[config.mk]
export PLATFORM = sky130hd
export DESIGN_NAME = char_lcd_nibble_writer_unit
export DESIGN_NICKNAME = d
export VERILOG_FILES = /design/src/hdl/lcdnw_pkg.sv /design/src/hdl/lcdnw_front.sv /design/src/hdl/lcdnw_fifo.sv /design/src/hdl/lcdnw_back.sv /design/src/hdl/char_lcd_nibble_writer_unit.sv
export SDC_FILE = /design/constraint.sdc
export NUM_CORES = 1
export LEC_CHECK = 0
export ABC_AREA = 1
export BUFFER_PORTS_ARGS = -buffer_cell sky130_fd_sc_hd__buf_2
export CAP_MARGIN = 20
export CORE_MARGIN = 8
export CORE_UTILIZATION = 25
export CTS_CLUSTER_SIZE = 25
export DETAILED_ROUTE_END_ITERATION = 8
export PLACE_DENSITY_LB_ADDON = 0.12
export RECOVER_POWER = 100
export SYNTH_ARGS = -nofsm -noshare
export SYNTH_HDL_FRONTEND = slang
export SYNTH_SLANG_ARGS = --single-unit
[constraint.sdc]
create_clock -name clk_i -period 2.3 [get_ports clk_i]
set_input_delay 0.46 -clock clk_i [delete_from_list [all_inputs] [get_ports clk_i]]
set_output_delay 0.46 -clock clk_i [all_outputs]
set_load 0.005 [all_outputs]
[src/hdl/lcdnw_pkg.sv]
`timescale 1ns / 1ps
// -----------------------------------------------------------------------------
// lcdnw_pkg
// Shared types, codes and tables for the 4-bit character LCD nibble writer.
// -----------------------------------------------------------------------------
package lcdnw_pkg;

  // Field widths
  localparam int unsigned OpW      = 3;
  localparam int unsigned ByteW    = 8;
  localparam int unsigned ColW     = 6;
  localparam int unsigned RowW     = 3;
  localparam int unsigned RegW     = 22;
  localparam int unsigned HoldW    = 23;
  localparam int unsigned CfgIdxW  = 2;
  localparam int unsigned InDataW  = 24;
  localparam int unsigned InUserW  = 4;
  localparam int unsigned OutDataW = 32;

  // Job queue between front and back
  localparam int unsigned QDepth = 2;
  localparam int unsigned QPtrW  = $clog2(QDepth);
  localparam int unsigned QCntW  = $clog2(QDepth + 1);

  // Command constants
  localparam logic [RowW-1:0]  RowMax     = 3'd7;
  localparam logic [ByteW-1:0] NewlineChr = 8'h0A;
  localparam logic [ByteW-1:0] SetAddrCmd = 8'h80;
  localparam logic [ByteW-1:0] ClearCmd   = 8'h01;
  localparam logic [2:0]       InitLast   = 3'd5;

  // Configuration register indexes
  localparam logic [CfgIdxW-1:0] CfgPulse = 2'd0;
  localparam logic [CfgIdxW-1:0] CfgExec  = 2'd1;
  localparam logic [CfgIdxW-1:0] CfgClear = 2'd2;

  // Configuration reset values
  localparam logic [RegW-1:0] PulseRst = 22'd100;
  localparam logic [RegW-1:0] ExecRst  = 22'd5000;
  localparam logic [RegW-1:0] ClearRst = 22'd300000;

  typedef enum logic [OpW-1:0] {
    OP_TEXT  = 3'd0,
    OP_CMD   = 3'd1,
    OP_MOVE  = 3'd2,
    OP_CLEAR = 3'd3,
    OP_INIT  = 3'd4
  } op_e;

  typedef enum logic [1:0] {
    JOB_BYTE  = 2'd0,
    JOB_CLEAR = 2'd1,
    JOB_INIT  = 2'd2
  } job_kind_e;

  typedef struct packed {
    job_kind_e        kind;
    logic             rs;
    logic [ByteW-1:0] cmd_byte;
  } job_t;

  typedef struct packed {
    logic valid;
    job_t job;
  } job_head_t;

  // DDRAM offset of each display row; rows past 3 start at 0
  function automatic logic [6:0] row_offset(input logic [RowW-1:0] row);
    logic [6:0] off;
    unique case (row)
      3'd1:    off = 7'h40;
      3'd2:    off = 7'h14;
      3'd3:    off = 7'h54;
      default: off = 7'h00;
    endcase
    return off;
  endfunction

  // Power-up command sequence, ending with clear display
  function automatic logic [ByteW-1:0] init_cmd(input logic [2:0] idx);
    logic [ByteW-1:0] cmd;
    unique case (idx)
      3'd0:    cmd = 8'h33;
      3'd1:    cmd = 8'h32;
      3'd2:    cmd = 8'h0C;
      3'd3:    cmd = 8'h28;
      3'd4:    cmd = 8'h06;
      default: cmd = ClearCmd;
    endcase
    return cmd;
  endfunction

endpackage

[src/hdl/lcdnw_front.sv]
`timescale 1ns / 1ps
// -----------------------------------------------------------------------------
// lcdnw_front
// Accepts requests, tracks the text row and turns each request into a job.
// -----------------------------------------------------------------------------
module lcdnw_front (
  input  logic                           clk_i,
  input  logic                           rst_ni,
  input  logic                           s_axis_tvalid,
  output logic                           s_axis_tready,
  input  logic [lcdnw_pkg::InDataW-1:0]  s_axis_tdata,
  input  logic [lcdnw_pkg::InUserW-1:0]  s_axis_tuser,
  input  logic                           q_full_i,
  output logic                           q_push_o,
  output lcdnw_pkg::job_t                q_job_o
);
  import lcdnw_pkg::*;

  logic [ByteW-1:0] byte_value;
  logic [ColW-1:0]  column;
  logic [RowW-1:0]  cursor_row;
  logic [OpW-1:0]   op_bits;
  logic             first_of_string;
  logic             accept;
  logic [RowW-1:0]  text_row_q, text_row_d;
  logic [RowW-1:0]  row_base, row_next;
  logic [6:0]       move_addr;
  logic             job_ok;

  // Unpack the transaction
  assign byte_value      = s_axis_tdata[7:0];
  assign column          = s_axis_tdata[13:8];
  assign cursor_row      = s_axis_tdata[16:14];
  assign op_bits         = s_axis_tuser[2:0];
  assign first_of_string = s_axis_tuser[3];

  assign s_axis_tready = !q_full_i;
  assign accept        = s_axis_tvalid && s_axis_tready;

  // Row bookkeeping for newlines
  assign row_base  = first_of_string ? '0 : text_row_q;
  assign row_next  = (row_base < RowMax) ? row_base + 3'd1 : row_base;
  assign move_addr = {1'b0, column} + row_offset(cursor_row);

  // Classify the request
  always_comb begin
    job_ok           = 1'b1;
    text_row_d       = text_row_q;
    q_job_o.kind     = JOB_BYTE;
    q_job_o.rs       = 1'b1;
    q_job_o.cmd_byte = byte_value;
    unique case (op_e'(op_bits))
      OP_TEXT: begin
        if (byte_value == NewlineChr) begin
          text_row_d       = row_next;
          q_job_o.cmd_byte = SetAddrCmd | {1'b0, row_offset(row_next)};
        end else begin
          text_row_d = row_base;
          q_job_o.rs = 1'b0;
        end
      end
      OP_CMD: ;
      OP_MOVE: q_job_o.cmd_byte = SetAddrCmd | {1'b0, move_addr};
      OP_CLEAR: begin
        q_job_o.kind     = JOB_CLEAR;
        q_job_o.cmd_byte = ClearCmd;
      end
      OP_INIT: q_job_o.kind = JOB_INIT;
      default: job_ok = 1'b0;
    endcase
  end

  assign q_push_o = accept && job_ok;

  always_ff @(posedge clk_i or negedge rst_ni) begin
    if (!rst_ni) begin
      text_row_q <= '0;
    end else if (accept) begin
      text_row_q <= text_row_d;
    end
  end

endmodule

[src/hdl/lcdnw_fifo.sv]
`timescale 1ns / 1ps
// -----------------------------------------------------------------------------
// lcdnw_fifo
// Short job queue that decouples request intake from segment generation.
// -----------------------------------------------------------------------------
module lcdnw_fifo (
  input  logic                 clk_i,
  input  logic                 rst_ni,
  input  logic                 push_i,
  input  lcdnw_pkg::job_t      job_i,
  output logic                 full_o,
  input  logic                 pop_i,
  output lcdnw_pkg::job_head_t head_o
);
  import lcdnw_pkg::*;

  job_t             mem_q [QDepth];
  logic [QPtrW-1:0] wr_ptr_q, rd_ptr_q;
  logic [QCntW-1:0] count_q;

  assign full_o       = (count_q == QCntW'(QDepth));
  assign head_o.valid = (count_q != '0);
  assign head_o.job   = mem_q[rd_ptr_q];

  // Storage
  always_ff @(posedge clk_i) begin
    if (push_i) begin
      mem_q[wr_ptr_q] <= job_i;
    end
  end

  // Pointers and fill level
  always_ff @(posedge clk_i or negedge rst_ni) begin
    if (!rst_ni) begin
      wr_ptr_q <= '0;
      rd_ptr_q <= '0;
      count_q  <= '0;
    end else begin
      if (push_i) begin
        wr_ptr_q <= (wr_ptr_q == QPtrW'(QDepth - 1)) ? '0 : wr_ptr_q + 1'b1;
      end
      if (pop_i) begin
        rd_ptr_q <= (rd_ptr_q == QPtrW'(QDepth - 1)) ? '0 : rd_ptr_q + 1'b1;
      end
      if (push_i && !pop_i) begin
        count_q <= count_q + 1'b1;
      end else if (pop_i && !push_i) begin
        count_q <= count_q - 1'b1;
      end
    end
  end

endmodule

[src/hdl/lcdnw_back.sv]
`timescale 1ns / 1ps
// -----------------------------------------------------------------------------
// lcdnw_back
// Steps the head job's nibbles and enable phases, one segment a cycle unless held.
// -----------------------------------------------------------------------------
module lcdnw_back (
  input  logic                                 clk_i,
  input  logic                                 rst_ni,
  input  logic                                 cfg_we_i,
  input  logic [lcdnw_pkg::CfgIdxW-1:0]        cfg_idx_i,
  input  logic [lcdnw_pkg::RegW-1:0]           cfg_data_i,
  input  lcdnw_pkg::job_head_t                 head_i,
  output logic                                 pop_o,
  output logic                                 m_axis_tvalid,
  input  logic                                 m_axis_tready,
  output logic [lcdnw_pkg::OutDataW-1:0]       m_axis_tdata,
  output logic                                 m_axis_tuser,
  output logic                                 m_axis_tlast
);
  import lcdnw_pkg::*;

  logic [RegW-1:0]  pulse_q, exec_q, clear_q;
  logic [2:0]       cmd_idx_q;
  logic             nib_sel_q;
  logic [1:0]       phase_q;
  logic             extra_q;
  logic             step;
  logic [ByteW-1:0] cur_byte;
  logic [3:0]       nib;
  logic             seg_en;
  logic [HoldW-1:0] seg_hold;
  logic             seg_last;
  logic             nibble_done;

  logic             out_valid_q;
  logic             out_rs_q;
  logic [3:0]       out_pins_q;
  logic             out_en_q;
  logic [HoldW-1:0] out_hold_q;
  logic             out_last_q;

  // Configuration registers
  always_ff @(posedge clk_i or negedge rst_ni) begin
    if (!rst_ni) begin
      pulse_q <= PulseRst;
      exec_q  <= ExecRst;
      clear_q <= ClearRst;
    end else if (cfg_we_i) begin
      case (cfg_idx_i)
        CfgPulse: pulse_q <= cfg_data_i;
        CfgExec:  exec_q  <= cfg_data_i;
        CfgClear: clear_q <= cfg_data_i;
        default:  ;
      endcase
    end
  end

  // Segment for the current position in the head job
  assign step        = head_i.valid && (!out_valid_q || m_axis_tready);
  assign cur_byte    = (head_i.job.kind == JOB_INIT) ? init_cmd(cmd_idx_q)
                                                     : head_i.job.cmd_byte;
  // the clear wait segment repeats the low nibble of the clear command
  assign nib         = (nib_sel_q || extra_q) ? cur_byte[3:0] : cur_byte[7:4];
  assign nibble_done = (phase_q == 2'd2) && nib_sel_q;

  always_comb begin
    seg_en   = extra_q || (phase_q != 2'd1);
    seg_hold = {1'b0, pulse_q};
    if (extra_q) begin
      seg_hold = {1'b0, clear_q};
    end else if (phase_q == 2'd2) begin
      seg_hold = {1'b0, pulse_q} + {1'b0, exec_q};
    end
    seg_last = extra_q || (nibble_done && (head_i.job.kind == JOB_BYTE));
  end

  assign pop_o = step && seg_last;

  // Sequencer counters
  always_ff @(posedge clk_i or negedge rst_ni) begin
    if (!rst_ni) begin
      cmd_idx_q <= '0;
      nib_sel_q <= 1'b0;
      phase_q   <= '0;
      extra_q   <= 1'b0;
    end else if (step) begin
      if (seg_last) begin
        cmd_idx_q <= '0;
        nib_sel_q <= 1'b0;
        phase_q   <= '0;
        extra_q   <= 1'b0;
      end else if (phase_q != 2'd2) begin
        phase_q <= phase_q + 2'd1;
      end else begin
        phase_q   <= '0;
        nib_sel_q <= !nib_sel_q;
        if (nib_sel_q) begin
          if (head_i.job.kind == JOB_CLEAR || cmd_idx_q == InitLast) begin
            extra_q <= 1'b1;
          end else begin
            cmd_idx_q <= cmd_idx_q + 3'd1;
          end
        end
      end
    end
  end

  // Output register
  always_ff @(posedge clk_i or negedge rst_ni) begin
    if (!rst_ni) begin
      out_valid_q <= 1'b0;
    end else if (step) begin
      out_valid_q <= 1'b1;
    end else if (m_axis_tready) begin
      out_valid_q <= 1'b0;
    end
  end

  always_ff @(posedge clk_i) begin
    if (step) begin
      out_rs_q   <= head_i.job.rs;
      out_pins_q <= ~nib;
      out_en_q   <= seg_en;
      out_hold_q <= seg_hold;
      out_last_q <= seg_last;
    end
  end

  assign m_axis_tvalid = out_valid_q;
  assign m_axis_tdata  = {4'b0, out_hold_q, out_en_q, out_pins_q};
  assign m_axis_tuser  = out_rs_q;
  assign m_axis_tlast  = out_last_q;

endmodule

[src/hdl/char_lcd_nibble_writer_unit.sv]
`timescale 1ns / 1ps
// A request's first segment appears after the job queue and the output register.
// Throughput: one segment per cycle from the segment sequencer unless stalled;
//   a two-entry job queue lets intake run ahead.
// Reset (rst_ni low, asynchronous): queue empty, text row 0, timing registers
//   back to 100 / 5000 / 300000 ticks.
// -----------------------------------------------------------------------------
// char_lcd_nibble_writer_unit
// Turns LCD requests into timed pin segments for a 4-bit character LCD bus.
// -----------------------------------------------------------------------------
module char_lcd_nibble_writer_unit (
  input  logic                                clk_i,
  input  logic                                rst_ni,
  // configuration write port
  input  logic                                cfg_we_i,
  input  logic [lcdnw_pkg::CfgIdxW-1:0]       cfg_idx_i,
  input  logic [lcdnw_pkg::RegW-1:0]          cfg_data_i,
  // request stream
  input  logic                                s_axis_tvalid,
  output logic                                s_axis_tready,
  // [7:0] byte_value, [13:8] column, [16:14] cursor_row, [23:17] zero
  input  logic [lcdnw_pkg::InDataW-1:0]       s_axis_tdata,
  // [2:0] operation, [3] first_of_string
  input  logic [lcdnw_pkg::InUserW-1:0]       s_axis_tuser,
  // segment stream
  output logic                                m_axis_tvalid,
  input  logic                                m_axis_tready,
  // [3:0] data_pins, [4] enable_pin, [27:5] hold_ticks, [31:28] zero
  output logic [lcdnw_pkg::OutDataW-1:0]      m_axis_tdata,
  // [0] rs_pin
  output logic                                m_axis_tuser,
  output logic                                m_axis_tlast
);
  import lcdnw_pkg::*;

  logic      q_full;
  logic      q_push;
  logic      q_pop;
  job_t      q_job;
  job_head_t q_head;

  lcdnw_front u_front (
    .clk_i         (clk_i),
    .rst_ni        (rst_ni),
    .s_axis_tvalid (s_axis_tvalid),
    .s_axis_tready (s_axis_tready),
    .s_axis_tdata  (s_axis_tdata),
    .s_axis_tuser  (s_axis_tuser),
    .q_full_i      (q_full),
    .q_push_o      (q_push),
    .q_job_o       (q_job)
  );

  lcdnw_fifo u_fifo (
    .clk_i  (clk_i),
    .rst_ni (rst_ni),
    .push_i (q_push),
    .job_i  (q_job),
    .full_o (q_full),
    .pop_i  (q_pop),
    .head_o (q_head)
  );

  lcdnw_back u_back (
    .clk_i         (clk_i),
    .rst_ni        (rst_ni),
    .cfg_we_i      (cfg_we_i),
    .cfg_idx_i     (cfg_idx_i),
    .cfg_data_i    (cfg_data_i),
    .head_i        (q_head),
    .pop_o         (q_pop),
    .m_axis_tvalid (m_axis_tvalid),
    .m_axis_tready (m_axis_tready),
    .m_axis_tdata  (m_axis_tdata),
    .m_axis_tuser  (m_axis_tuser),
    .m_axis_tlast  (m_axis_tlast)
  );

endmodule

==> results of run 1 <==
registers in the layout, indices dropped and copies added (netlist names), 3 cells and up:
register	flops
u_back.clear_q	22
u_back.out_pins_q	4
u_back.exec_q	22
u_back.pulse_q	22
u_back.out_hold_q	23
u_front.text_row_q	3
u_fifo.mem_q	22
u_back.cmd_idx_q	3
worst max path at each step:
stage | start | to | slack [ns]
final | u_back.exec_q[8] | u_back.out_hold_q[17] | 0.18
after global routing | u_back.exec_q[8] | u_back.out_hold_q[17] | -0.004
after CTS | u_back.exec_q[0] | u_back.out_hold_q[18] | 0.06
after detailed placement | u_back.exec_q[0] | u_back.out_hold_q[18] | 0.08
after global placement | u_back.exec_q[0] | u_back.out_hold_q[18] | 0.06
after floorplan | u_back.m_axis_tvalid | u_fifo.count_q[1] | 0.10
worst max-delay path, cell delays in order (launching register included):
cell                      delay (ns)
sky130_fd_sc_hd__dfstp_2        0.53
sky130_fd_sc_hd__ha_1           0.28
sky130_fd_sc_hd__nand2_1        0.13
sky130_fd_sc_hd__inv_1          0.06
sky130_fd_sc_hd__nand2_1        0.06
sky130_fd_sc_hd__nand2_1        0.07
sky130_fd_sc_hd__inv_1          0.06
sky130_fd_sc_hd__nand3_1        0.18
sky130_fd_sc_hd__nand2_2        0.14
sky130_fd_sc_hd__nand2_1        0.06
sky130_fd_sc_hd__nand2_1        0.06
sky130_fd_sc_hd__nand3_1        0.11
sky130_fd_sc_hd__nand2_1        0.09
sky130_fd_sc_hd__nand2_1        0.04
cell type report:
class                   count  area (sq um)
well taps                 390           488
multi-input cells         663          3250
fillers                  3314         20700
repair buffers            101           488
clock inverters            15           178
inverters                 139           522
clock buffers              17           425
flip-flops and latches    133          3610
power by group through the flow:
stage	registers (mW)	logic, mW	clock network (mW)
after detailed placement	3.70	3.48	0
final	3.66	3.26	2.87
after floorplan	3.66	2.22	0
after global routing	3.75	3.82	3.05
after CTS	3.66	3.50	2.95
after global placement	3.69	3.48	0
layer usage:
layer  share of wire [%]  track usage (%)  up-vias  routed length (um)
met5                   0                0        -                   0
met4                0.90             3.43        0                 187
met3                 3.4             2.61       10                 709
met2                  46             19.3       82                9590
met1                  49             15.8     2814               10200
li1                    -                -     3258                   -
kinds of logic (layout without fill, tap and decap cells):
kind of cell	Yosys count	count (layout)	synth area share, %
AOI/OAI and AO/OA	147	147	11.2
xor gates and xnor gates	9	9	1.05
adders and majority gates	33	33	5.59
buffers and inverters	162	272	8.48
DFF	133	133	48.0
other	1	4	0.0498
and+or+nand+nor	470	470	25.7
cells in the final DEF (no fill, tap or decap), drive strengths merged, types with 2 or more instances in the layout:
| cell type | n |
|---|---|
| a31o | 2 |
| dfstp | 16 |
| clkinv | 4 |
| edfxtp | 52 |
| a21oi | 24 |
| conb | 4 |
| nand2 | 325 |
| buf | 62 |
| nand4 | 7 |
| o211ai | 6 |
| nor3 | 4 |
| clkbuf | 55 |
| o22ai | 6 |
| nor2 | 81 |
| inv | 149 |
| dfrtp | 65 |
| ha | 32 |
| xnor2 | 6 |
| nand3 | 50 |
| xor2 | 3 |
| o21ai | 101 |
timing repair:
item,in CTS,in global routing
gates resized for setup,0,8
hold buffers,1,0
setup buffers,0,1
endpoints found under the setup margin,0,5
endpoints found under the hold margin,2,0
==> run_summary.xml, run 1 <==
<?xml version="1.0" encoding="UTF-8"?>
<metrics>
  <group name="floorplanning">
    <metric name="top_level_ports" unit="">93</metric>
    <metric name="starting_density_of_the_core" unit="%">25.4</metric>
    <metric name="core_area" unit="sq um">29600</metric>
    <metric name="die_w" unit="um">189</metric>
    <metric name="placementRows" unit="">63</metric>
    <metric name="die_h" unit="um">189</metric>
    <metric name="design.die.area" unit="sq um">35900</metric>
  </group>
  <group name="sta">
    <metric name="report.final.slew_viol_count" unit="">0</metric>
    <metric name="max_freq" unit="MHz">471</metric>
    <metric name="normalized_max_slew_margin" unit="%">28.7</metric>
    <metric name="final.period_utilization" unit="%">92.4</metric>
    <metric name="worst_clock_skew" unit="ns">0.0136</metric>
    <metric name="worst_max_slew_pin_slew" unit="ns">1.07</metric>
    <metric name="layout_setup_ws" unit="ns">0.176</metric>
    <metric name="hold_viol" unit="">0</metric>
    <metric name="hold-worst-slack" unit="ns">0.229</metric>
    <metric name="fin_crit" unit="ns">2.12</metric>
    <metric name="setup-tns-final" unit="ns">0</metric>
    <metric name="final-setup-viol-count" unit="">0</metric>
  </group>
  <group name="worst_setup_path">
    <metric name="timing.reg2reg.setup_slack" unit="ns">0.18</metric>
    <metric name="startpoint_types" unit="">flop</metric>
    <metric name="regToRegEndpoint" unit="">u_back.out_hold_q[17]</metric>
    <metric name="worst-endpoint-required" unit="ns">2.49</metric>
    <metric name="critical_path_peak_fanout" unit="">4</metric>
    <metric name="setup.worst_path.class" unit="">flop to flop</metric>
    <metric name="cell_count_of_the_worst_reg_to_reg_path" unit="">13</metric>
    <metric name="r2r_start" unit="">u_back.exec_q[8]</metric>
    <metric name="critical_path_arrival" unit="ns">2.31</metric>
    <metric name="crit_path_end_kind" unit="">flop</metric>
  </group>
  <group name="drt">
    <metric name="drt.antenna.violating_nets" unit="">0</metric>
    <metric name="drc" unit="">0</metric>
    <metric name="detail_route.vias_per_cell" unit="">4.23</metric>
    <metric name="routed-via-count" unit="">6164</metric>
    <metric name="first_iter_violations" unit="">280</metric>
    <metric name="drt-wirelength-per-cell" unit="um">14.2</metric>
    <metric name="detail_route.first_pass.iterations" unit="">4</metric>
    <metric name="post_route_wl" unit="um">20700</metric>
  </group>
  <group name="clocking">
    <metric name="h-tree-depth" unit="">4</metric>
    <metric name="cts_sinks" unit="">133</metric>
    <metric name="clk_pin_slew_worst_paths" unit="ns">0.07</metric>
    <metric name="worst_skew_pair.late_latency" unit="ns">0.43</metric>
    <metric name="tritoncts" unit="">built</metric>
    <metric name="numCtsBuffers" unit="">17</metric>
    <metric name="cts-root-buf" unit="">sky130_fd_sc_hd__clkbuf_16</metric>
    <metric name="max-clock-path-buffers" unit="">2</metric>
  </group>
  <group name="global_routing">
    <metric name="grt_start_max_net_pins" unit="">45</metric>
    <metric name="first_global_vias" unit="">6463</metric>
    <metric name="grt_usage" unit="%">12.0</metric>
    <metric name="grt.overflow.total" unit="">0</metric>
    <metric name="grt_pass1_wl" unit="um">34100</metric>
    <metric name="grt_antenna_before_repair" unit="">0</metric>
  </group>
  <group name="finish">
    <metric name="area_delta_synth_final" unit="%">19.0</metric>
    <metric name="layout.core_utilization" unit="%">30.2</metric>
    <metric name="antenna_cells_inserted" unit="">0</metric>
    <metric name="drive_above_1_share" unit="%">13.2</metric>
    <metric name="final_cells" unit="">1458</metric>
    <metric name="total_non_filler_cell_area_in_the_finished_layout" unit="sq um">8960</metric>
    <metric name="final_nets" unit="">1145</metric>
  </group>
  <group name="logic_synthesis">
    <metric name="syn-cell-area" unit="sq um">7520</metric>
    <metric name="post-synth-top-area-fraction" unit="%">21.6</metric>
    <metric name="synthesis.yosys.warnings" unit="">0</metric>
    <metric name="synth_cell_types" unit="">48</metric>
    <metric name="dominantRegCellSynth" unit="">sky130_fd_sc_hd__dfrtp_1</metric>
    <metric name="synth_async_sr_flop_share" unit="%">60.9</metric>
    <metric name="synth_edf_count" unit="">52</metric>
    <metric name="cell_with_the_most_instances_after_synthesis" unit="">sky130_fd_sc_hd__nand2_1</metric>
    <metric name="synth-seq-area-share" unit="%">48.0</metric>
    <metric name="synth_common_cells" unit="">sky130_fd_sc_hd__nand2_1, sky130_fd_sc_hd__inv_1, sky130_fd_sc_hd__o21ai_0, sky130_fd_sc_hd__nor2_1, sky130_fd_sc_hd__dfrtp_1</metric>
    <metric name="post_synth_main_area_contributors" unit="">sky130_fd_sc_hd__dfrtp_1, sky130_fd_sc_hd__edfxtp_1, sky130_fd_sc_hd__nand2_1</metric>
    <metric name="ys_ff_latch" unit="">133</metric>
    <metric name="postSynthAreaPerCell" unit="sq um">7.88</metric>
    <metric name="netlist.top_cell.by_area" unit="">sky130_fd_sc_hd__dfrtp_1</metric>
    <metric name="netlist_instances" unit="">955</metric>
  </group>
  <group name="place">
    <metric name="pre_cts_ws" unit="ns">0.0781</metric>
    <metric name="dp_hpwl" unit="um">15300</metric>
    <metric name="post-place-cells" unit="">1424</metric>
    <metric name="dpl_cell_area" unit="sq um">8460</metric>
    <metric name="io_buffers" unit="">81</metric>
    <metric name="place_congestion" unit="">0.830</metric>
  </group>
  <group name="power">
    <metric name="ir_worst_vdd" unit="uV">532</metric>
    <metric name="power_density" unit="nW/um^2">1090</metric>
    <metric name="share_clk_of_total_power" unit="%">29.3</metric>
    <metric name="swShare" unit="%">38.4</metric>
    <metric name="power_switching" unit="mW">3.76</metric>
    <metric name="leakagePower" unit="nW">4.36</metric>
    <metric name="total_power" unit="mW">9.78</metric>
    <metric name="power.internal" unit="mW">6.02</metric>
    <metric name="p_comb_share" unit="%">33.3</metric>
    <metric name="seq_power_share" unit="%">37.4</metric>
  </group>
  <group name="min_path">
    <metric name="end_point_of_the_most_critical_hold_path" unit="">u_back.m_axis_tvalid</metric>
    <metric name="worstHoldPathCells" unit="">2</metric>
    <metric name="min-delay-start" unit="">m_axis_tready</metric>
    <metric name="timing.hold.worst.class" unit="">input port to flop</metric>
  </group>
  <group name="status">
    <metric name="status" unit="">finished, final reports clean</metric>
  </group>
  <group name="job">
    <metric name="maxCapViolations" unit="">0</metric>
  </group>
</metrics>
No activity file was read; power rests on OpenSTA's default activity.
==> inputs of run 2 (changes only) <==
==> constraint.sdc (replaced) <==
create_clock -name clk_i -period 2.3 [get_ports clk_i]
set_input_delay 0.46 -clock clk_i [delete_from_list [all_inputs] [get_ports clk_i]]
set_output_delay 0.46 -clock clk_i [all_outputs]
set_load 0.05 [all_outputs]
==> run_summary.xml, run 2 (synthesis gave the netlist of run 1 again) <==
<?xml version="1.0" encoding="UTF-8"?>
<metrics>
  <group name="global_routing">
    <metric name="grt_antenna_before_repair" unit="">0</metric>
    <metric name="grt_pass1_wl" unit="um">33500</metric>
    <metric name="grt_usage" unit="%">11.7</metric>
    <metric name="grt.overflow.total" unit="">0</metric>
    <metric name="first_global_vias" unit="">6408</metric>
    <metric name="grt_start_max_net_pins" unit="">45</metric>
  </group>
  <group name="place">
    <metric name="place_congestion" unit="">0.822</metric>
    <metric name="dp_hpwl" unit="um">15100</metric>
    <metric name="dpl_cell_area" unit="sq um">8500</metric>
    <metric name="io_buffers" unit="">81</metric>
  </group>
  <group name="worst_setup_path">
    <metric name="setup.worst_path.class" unit="">flop to flop</metric>
    <metric name="cell_count_of_the_worst_reg_to_reg_path" unit="">13</metric>
    <metric name="crit_path_end_kind" unit="">flop</metric>
    <metric name="worst-endpoint-required" unit="ns">2.48</metric>
    <metric name="critical_path_peak_fanout" unit="">3</metric>
    <metric name="startpoint_types" unit="">flop</metric>
    <metric name="r2r_start" unit="">u_back.exec_q[0]</metric>
    <metric name="timing.critical_path.to" unit="">u_back.out_hold_q[16]</metric>
    <metric name="critical_path_arrival" unit="ns">2.33</metric>
    <metric name="crit_path_from" unit="">u_back.exec_q[0]</metric>
    <metric name="regToRegEndpoint" unit="">u_back.out_hold_q[16]</metric>
    <metric name="timing.reg2reg.setup_slack" unit="ns">0.15</metric>
  </group>
  <group name="power">
    <metric name="power_density" unit="nW/um^2">1180</metric>
    <metric name="total_power" unit="mW">10.6</metric>
    <metric name="ir_worst_vdd" unit="uV">752</metric>
    <metric name="leakagePower" unit="nW">4.35</metric>
  </group>
  <group name="drt">
    <metric name="detail_route.first_pass.iterations" unit="">5</metric>
    <metric name="post_route_wl" unit="um">20400</metric>
    <metric name="drc" unit="">0</metric>
    <metric name="first_iter_violations" unit="">299</metric>
    <metric name="routed-via-count" unit="">6073</metric>
    <metric name="drt-wirelength-per-cell" unit="um">13.9</metric>
    <metric name="detail_route.vias_per_cell" unit="">4.16</metric>
    <metric name="drt.antenna.violating_nets" unit="">0</metric>
  </group>
  <group name="finish">
    <metric name="total_non_filler_cell_area_in_the_finished_layout" unit="sq um">8980</metric>
    <metric name="drive_above_1_share" unit="%">13.3</metric>
    <metric name="antenna_cells_inserted" unit="">0</metric>
    <metric name="fillers" unit="">3295</metric>
    <metric name="area_delta_synth_final" unit="%">19.4</metric>
    <metric name="layout.cells.most_common" unit="">sky130_fd_sc_hd__nand2_1</metric>
    <metric name="layout_common_cells" unit="">sky130_fd_sc_hd__nand2_1, sky130_fd_sc_hd__inv_1, sky130_fd_sc_hd__o21ai_0</metric>
    <metric name="max_flop_register" unit="">u_back.out_hold_q</metric>
    <metric name="flip_flop_count_of_the_largest_register_after_layout" unit="">23</metric>
    <metric name="final_nets" unit="">1148</metric>
  </group>
  <group name="sta">
    <metric name="max_freq" unit="MHz">466</metric>
    <metric name="hold-worst-slack" unit="ns">0.241</metric>
    <metric name="fin_crit" unit="ns">2.15</metric>
    <metric name="worst_clock_skew" unit="ns">0.0124</metric>
    <metric name="normalized_max_slew_margin" unit="%">2.52</metric>
    <metric name="final-setup-viol-count" unit="">0</metric>
    <metric name="worst_max_slew_pin_slew" unit="ns">1.46</metric>
    <metric name="final.period_utilization" unit="%">93.3</metric>
    <metric name="report.final.slew_viol_count" unit="">0</metric>
    <metric name="setup-tns-final" unit="ns">0</metric>
    <metric name="hold_viol" unit="">0</metric>
    <metric name="rsz0062_at_grt" unit="">no</metric>
  </group>
  <group name="clocking">
    <metric name="numCtsBuffers" unit="">17</metric>
    <metric name="clk_pin_slew_worst_paths" unit="ns">0.07</metric>
    <metric name="max-clock-path-buffers" unit="">2</metric>
    <metric name="tritoncts" unit="">built</metric>
    <metric name="cts-root-buf" unit="">sky130_fd_sc_hd__clkbuf_16</metric>
    <metric name="cts_sinks" unit="">133</metric>
    <metric name="h-tree-depth" unit="">4</metric>
    <metric name="postCtsSetupBuffers" unit="">0</metric>
    <metric name="worst_skew_pair.late_latency" unit="ns">0.43</metric>
  </group>
  <group name="floorplanning">
    <metric name="core_area" unit="sq um">29600</metric>
    <metric name="die_h" unit="um">189</metric>
    <metric name="die_w" unit="um">189</metric>
    <metric name="placementRows" unit="">63</metric>
    <metric name="design.die.area" unit="sq um">35900</metric>
    <metric name="starting_density_of_the_core" unit="%">25.4</metric>
    <metric name="top_level_ports" unit="">93</metric>
  </group>
  <group name="min_path">
    <metric name="timing.hold.worst.class" unit="">input port to flop</metric>
    <metric name="min-delay-start" unit="">m_axis_tready</metric>
  </group>
  <group name="job">
    <metric name="maxCapViolations" unit="">0</metric>
  </group>
  <group name="status">
    <metric name="status" unit="">finished, final reports clean</metric>
  </group>
</metrics>
-- run 2: changes by cell type in the layout (fill, tap and decap cells not counted), sizes merged --
cell / before / now
inv: 149 / 148
clkbuf: 55 / 64
bufinv: 1 / 0
buf: 62 / 56
clkinv: 4 / 1
clkinvlp: 0 / 5
-- run 2: area by class of cell --
type / count / area [sq um] / area share, %
clock buffers: 17 / 425 / 4.74
clock inverters: 15 / 136 / 1.52
inverters: 139 / 526 / 5.85
multi-input cells: 663 / 3270 / 36.4
flip-flops and latches: 133 / 3610 / 40.2
well taps: 390 / 488 / 5.43
repair buffers: 104 / 524 / 5.84
-- run 2: repair_timing --
item / in CTS / in global routing
endpoints found under the hold margin: 20 / 0
gates resized for setup: 0 / 5
hold buffers: 1 / 0
setup endpoints to repair: 0 / 6
-- run 2: metal layers --
layer	global-route usage [%]	up-vias	part of all wire, %
met4	2.89	0	0.59
met1	15.6	2717	50
li1	-	3262	-
met5	0	-	0
met2	18.9	87	46
met3	2.81	7	3.5
-- run 2: worst min-delay path by stage --
stage,endpoint,slack [ns],depth (start not counted)
floorplan,u_back.clear_q[0],0.16,0
global placement,u_back.clear_q[1],0.41,1
detailed placement,u_back.exec_q[1],0.40,1
CTS,u_back.m_axis_tvalid,0.23,2
global route,u_back.m_axis_tvalid,0.24,2
finish,u_back.m_axis_tvalid,0.24,2
-- run 2: where the power goes --
group          total [mW]  internal, mW  switching [mW]
logic                4.30          1.13            3.17
registers            3.65          3.33           0.323
clock network        2.66          1.43            1.23
-- run 2: critical path, stage by stage (launching register included) --
cell                      delay (ns)
sky130_fd_sc_hd__dfrtp_1        0.36
sky130_fd_sc_hd__ha_1           0.17
sky130_fd_sc_hd__inv_1          0.05
sky130_fd_sc_hd__fa_1           0.38
sky130_fd_sc_hd__inv_1          0.10
sky130_fd_sc_hd__nand3_2        0.10
sky130_fd_sc_hd__nand3_2        0.13
sky130_fd_sc_hd__nand2_1        0.06
sky130_fd_sc_hd__nand2_1        0.09
sky130_fd_sc_hd__nand3_2        0.09
sky130_fd_sc_hd__nand3_1        0.08
sky130_fd_sc_hd__nand3_1        0.13
sky130_fd_sc_hd__nand2_1        0.10
sky130_fd_sc_hd__nand2_1        0.05
-- run 2: per-stage QoR --
| step | util [%] | std cells | setup WS (ns) |
|---|---|---|---|
| finish | 30.3 | 1461 | 0.154 |
| global route | 30.3 | 1461 | 0.00190 |
| CTS | 30.6 | 1461 | 0.0620 |
| detailed placement | 28.7 | 1428 | 0.0745 |
| global placement | 28.7 | 1428 | 0.0472 |
| floorplan | - | 958 | 0.0116 |
==> inputs of run 3 (changes only) <==
--- a/config.mk
+++ b/config.mk
@@ -5,7 +5,6 @@
 export SDC_FILE = /design/constraint.sdc
 export NUM_CORES = 1
 export LEC_CHECK = 0
-export ABC_AREA = 1
 export BUFFER_PORTS_ARGS = -buffer_cell sky130_fd_sc_hd__buf_2
 export CAP_MARGIN = 20
 export CORE_MARGIN = 8
==> run_summary.xml, run 3 <==
<?xml version="1.0" encoding="UTF-8"?>
<metrics>
  <group name="power">
    <metric name="swShare" unit="%">40.6</metric>
    <metric name="power.internal" unit="mW">6.96</metric>
    <metric name="ir_worst_vdd" unit="uV">467</metric>
    <metric name="share_clk_of_total_power" unit="%">23.9</metric>
    <metric name="leakagePower" unit="nW">3.63</metric>
    <metric name="p_comb_share" unit="%">44.1</metric>
    <metric name="power_density" unit="nW/um^2">1300</metric>
    <metric name="power_switching" unit="mW">4.75</metric>
    <metric name="seq_power_share" unit="%">31.9</metric>
  </group>
  <group name="place">
    <metric name="dp_hpwl" unit="um">13500</metric>
    <metric name="post-place-cells" unit="">1097</metric>
    <metric name="io_buffers" unit="">81</metric>
    <metric name="place_congestion" unit="">0.825</metric>
  </group>
  <group name="drt">
    <metric name="routed-via-count" unit="">5253</metric>
    <metric name="detail_route.wirelength.met1" unit="um">8860</metric>
    <metric name="top_layer" unit="">met5</metric>
    <metric name="drt-wirelength-per-cell" unit="um">16.8</metric>
    <metric name="post_route_wl" unit="um">19000</metric>
    <metric name="first_iter_violations" unit="">243</metric>
    <metric name="drc" unit="">0</metric>
    <metric name="detail_route.vias_per_cell" unit="">4.62</metric>
    <metric name="drt.antenna.violating_nets" unit="">0</metric>
    <metric name="detail_route.first_pass.iterations" unit="">4</metric>
    <metric name="met3_routed_length" unit="um">734</metric>
    <metric name="wl_met2" unit="um">9290</metric>
  </group>
  <group name="finish">
    <metric name="antenna_cells_inserted" unit="">0</metric>
    <metric name="layout_common_cells" unit="">sky130_fd_sc_hd__mux2_2, sky130_fd_sc_hd__dfrtp_1, sky130_fd_sc_hd__edfxtp_1</metric>
    <metric name="max_flop_register" unit="">u_back.out_hold_q</metric>
    <metric name="flip_flop_count_of_the_largest_register_after_layout" unit="">23</metric>
    <metric name="layout.cells.most_common" unit="">sky130_fd_sc_hd__mux2_2</metric>
    <metric name="layout.core_utilization" unit="%">32.7</metric>
    <metric name="final_nets" unit="">836</metric>
    <metric name="final_cells" unit="">1137</metric>
    <metric name="drive_above_1_share" unit="%">34.3</metric>
    <metric name="area_delta_synth_final" unit="%">29.3</metric>
  </group>
  <group name="worst_setup_path">
    <metric name="critical_path_peak_fanout" unit="">3</metric>
    <metric name="slowest_stage" unit="">sky130_fd_sc_hd__dfstp_2</metric>
    <metric name="timing.reg2reg.setup_slack" unit="ns">-0.13</metric>
    <metric name="regToRegEndpoint" unit="">u_back.out_hold_q[6]</metric>
    <metric name="r2r_start" unit="">u_back.pulse_q[2]</metric>
    <metric name="cp_common_cell" unit="">sky130_fd_sc_hd__buf_4</metric>
    <metric name="crit_path_end_kind" unit="">flop</metric>
    <metric name="critical-path-max-stage-delay" unit="ns">0.55</metric>
    <metric name="worst-endpoint-required" unit="ns">2.47</metric>
    <metric name="startpoint_types" unit="">flop</metric>
    <metric name="critical_path_arrival" unit="ns">2.60</metric>
    <metric name="path_cells" unit="">ha_4, nor2b_2, o31a_1, buf_4, buf_6, buf_4, o21ai_2, nand2b_1, xnor2_2, o21ai_1, o21a_1</metric>
    <metric name="setup.worst_path.class" unit="">flop to flop</metric>
    <metric name="cell_count_of_the_worst_reg_to_reg_path" unit="">11</metric>
  </group>
  <group name="logic_synthesis">
    <metric name="synth-adder-area-share" unit="%">6.02</metric>
    <metric name="postSynthAreaPerCell" unit="sq um">11.5</metric>
    <metric name="synth-seq-area-share" unit="%">51.7</metric>
    <metric name="synth-simple-area-share" unit="%">11.1</metric>
    <metric name="synth_top_family_by_area" unit="">compound AO/OA/AOI/OAI gates</metric>
    <metric name="synth_edf_count" unit="">52</metric>
    <metric name="synth_cell_types" unit="">60</metric>
    <metric name="synth_common_cells" unit="">sky130_fd_sc_hd__mux2_2, sky130_fd_sc_hd__dfrtp_1, sky130_fd_sc_hd__edfxtp_1, sky130_fd_sc_hd__nand2_1, sky130_fd_sc_hd__a21oi_1</metric>
    <metric name="synthesis.yosys.warnings" unit="">0</metric>
    <metric name="dominantRegCellSynth" unit="">sky130_fd_sc_hd__dfrtp_1</metric>
    <metric name="cell_with_the_most_instances_after_synthesis" unit="">sky130_fd_sc_hd__mux2_2</metric>
    <metric name="post-synth-top-area-fraction" unit="%">23.3</metric>
    <metric name="post_synth_main_area_contributors" unit="">sky130_fd_sc_hd__dfrtp_1, sky130_fd_sc_hd__edfxtp_1, sky130_fd_sc_hd__mux2_2</metric>
    <metric name="synth_async_sr_flop_share" unit="%">60.9</metric>
    <metric name="synth.area.mux_share" unit="%">13.1</metric>
    <metric name="yosys.area_share.xor_xnor" unit="%">2.26</metric>
    <metric name="ys_ff_latch" unit="">133</metric>
    <metric name="netlist.top_cell.by_area" unit="">sky130_fd_sc_hd__dfrtp_1</metric>
    <metric name="synth_compound_gate_area_share" unit="%">13.3</metric>
    <metric name="netlist_instances" unit="">605</metric>
    <metric name="syn-cell-area" unit="sq um">6980</metric>
  </group>
  <group name="sta">
    <metric name="max_freq" unit="MHz">411</metric>
    <metric name="report.final.slew_viol_count" unit="">28</metric>
    <metric name="final.period_utilization" unit="%">106</metric>
    <metric name="fin_crit" unit="ns">2.43</metric>
    <metric name="hold_viol" unit="">0</metric>
    <metric name="rsz0062_at_grt" unit="">yes</metric>
    <metric name="final-setup-viol-count" unit="">14</metric>
    <metric name="normalized_max_slew_margin" unit="%">-9.89</metric>
    <metric name="worst_clock_skew" unit="ns">0.00758</metric>
    <metric name="layout_setup_ws" unit="ns">-0.131</metric>
    <metric name="worst_max_slew_pin_slew" unit="ns">1.65</metric>
  </group>
  <group name="floorplanning">
    <metric name="top_level_ports" unit="">93</metric>
    <metric name="design.die.area" unit="sq um">33500</metric>
    <metric name="die_h" unit="um">183</metric>
    <metric name="core_area" unit="sq um">27600</metric>
    <metric name="die_w" unit="um">183</metric>
    <metric name="starting_density_of_the_core" unit="%">25.3</metric>
    <metric name="placementRows" unit="">61</metric>
  </group>
  <group name="status">
    <metric name="failed_checks" unit="">capacitance limit, slew limit, setup timing</metric>
    <metric name="status" unit="">finished, violations left</metric>
  </group>
  <group name="clocking">
    <metric name="h-tree-depth" unit="">4</metric>
    <metric name="tritoncts" unit="">built</metric>
    <metric name="cts_sinks" unit="">133</metric>
    <metric name="max-clock-path-buffers" unit="">2</metric>
    <metric name="numCtsBuffers" unit="">17</metric>
    <metric name="cts-root-buf" unit="">sky130_fd_sc_hd__clkbuf_16</metric>
    <metric name="clk_pin_slew_worst_paths" unit="ns">0.06</metric>
    <metric name="worst_skew_pair.late_latency" unit="ns">0.42</metric>
  </group>
  <group name="global_routing">
    <metric name="grt_start_max_net_pins" unit="">39</metric>
    <metric name="grt_usage" unit="%">11.5</metric>
    <metric name="first_global_vias" unit="">5531</metric>
    <metric name="grt_antenna_before_repair" unit="">1</metric>
    <metric name="grt_pass1_wl" unit="um">30200</metric>
    <metric name="grt.overflow.total" unit="">0</metric>
  </group>
  <group name="min_path">
    <metric name="end_point_of_the_most_critical_hold_path" unit="">u_back.clear_q[20]</metric>
    <metric name="timing.hold.worst.class" unit="">input port to flop</metric>
    <metric name="worstHoldPathCells" unit="">2</metric>
    <metric name="min-delay-start" unit="">cfg_data_i[20]</metric>
  </group>
  <group name="job">
    <metric name="maxCapViolations" unit="">1</metric>
  </group>
</metrics>
[run 3: cell count changes in the layout (fill, tap and decap cells not counted), sizes merged, moves of 8 or more]
cell   delta
a21o      +8
o21a      +9
a21oi    +21
and3     +11
o21ai    -63
nor2     -47
buf      +40
mux2i     +8
nor2b     +9
mux2     +68
nand3    -36
inv     -130
nand2   -279
[run 3: how the worst max path moves through the flow]
| stage | start | end | slack [ns] | depth (start not counted) |
|---|---|---|---|---|
| 2_1_floorplan | u_back.exec_q[9] | u_back.out_hold_q[20] | 0.01 | 8 |
| 3_3_place_gp | u_back.pulse_q[2] | u_back.out_hold_q[20] | -0.20 | 8 |
| 3_5_place_dp | u_back.pulse_q[2] | u_back.out_hold_q[20] | -0.23 | 8 |
| 4_1_cts | u_back.pulse_q[2] | u_back.out_hold_q[20] | -0.14 | 8 |
| 5_1_grt | u_back.pulse_q[2] | u_back.out_hold_q[20] | -0.32 | 8 |
| 6_report | u_back.pulse_q[2] | u_back.out_hold_q[6] | -0.13 | 11 |
[run 3: logic make-up (layout without fill, tap and decap cells)]
family	Yosys count	count (layout)
AND/OR/NAND/NOR	155	155
AO/OA/AOI/OAI	146	146
flip-flops	133	133
multiplexers	79	79
buffers and inverters	40	191
adder cells (fa/ha/maj)	33	33
XOR/XNOR	18	18
other	1	4
[run 3: per-layer routing]
metal / track usage, % / vias up
met1: 14.2 / 2606
met5: 0 / -
met2: 19.8 / 100
li1: - / 2535
met3: 2.95 / 10
met4: 2.83 / 2
[run 3: metrics by stage]
stage	setup slack, ns	hold slack, ns	total power, mW	TNS (ns)	cell area, sq um
final	-0.131	0.299	11.7	-0.765	9020
after CTS	-0.144	0.276	11.8	-0.707	8960
after floorplan	0.0106	0.164	7.17	0	7000
after detailed placement	-0.230	0.421	8.79	-1.55	8210
after global routing	-0.317	0.288	12.5	-6.53	9020
after global placement	-0.201	0.412	8.75	-1.45	8210
[run 3: area by class of cell]
cell class / count / area [sq um]
multi-input cells: 435 / 3430
inverters: 15 / 60.1
repair buffers: 144 / 843
well taps: 378 / 473
clock buffers: 19 / 433
clock inverters: 13 / 173
flip-flops and latches: 133 / 3610
fillers: 2875 / 18600
[run 3: power groups by stage]
stage / clock, mW / sequential [mW] / combinational [mW]
final: 2.80 / 3.74 / 5.16
after CTS: 2.90 / 3.74 / 5.21
after floorplan: 0 / 4.64 / 2.53
after global routing: 2.98 / 3.84 / 5.66
after detailed placement: 0 / 3.76 / 5.03
after global placement: 0 / 3.75 / 5.00
[run 3: worst max-delay path: cells and delay by family, from the launching register on]
kind | cells | cell delay (ns)
buffers and inverters | 3 | 0.39
AND/OR/NAND/NOR | 2 | 0.25
AO/OA/AOI/OAI | 4 | 0.61
adder cells (fa/ha/maj) | 1 | 0.20
XOR/XNOR | 1 | 0.16
flip-flops | 1 | 0.55
[run 3: what timing repair did]
| action | 4_1_cts | 5_1_grt |
|---|---|---|
| hold buffers | 1 | 0 |
| buffers inserted | 2 | 5 |
| resized for setup | 23 | 22 |
| pin swaps | 11 | 8 |
| setup endpoints to repair | 15 | 16 |
| hold endpoints to repair | 17 | 0 |
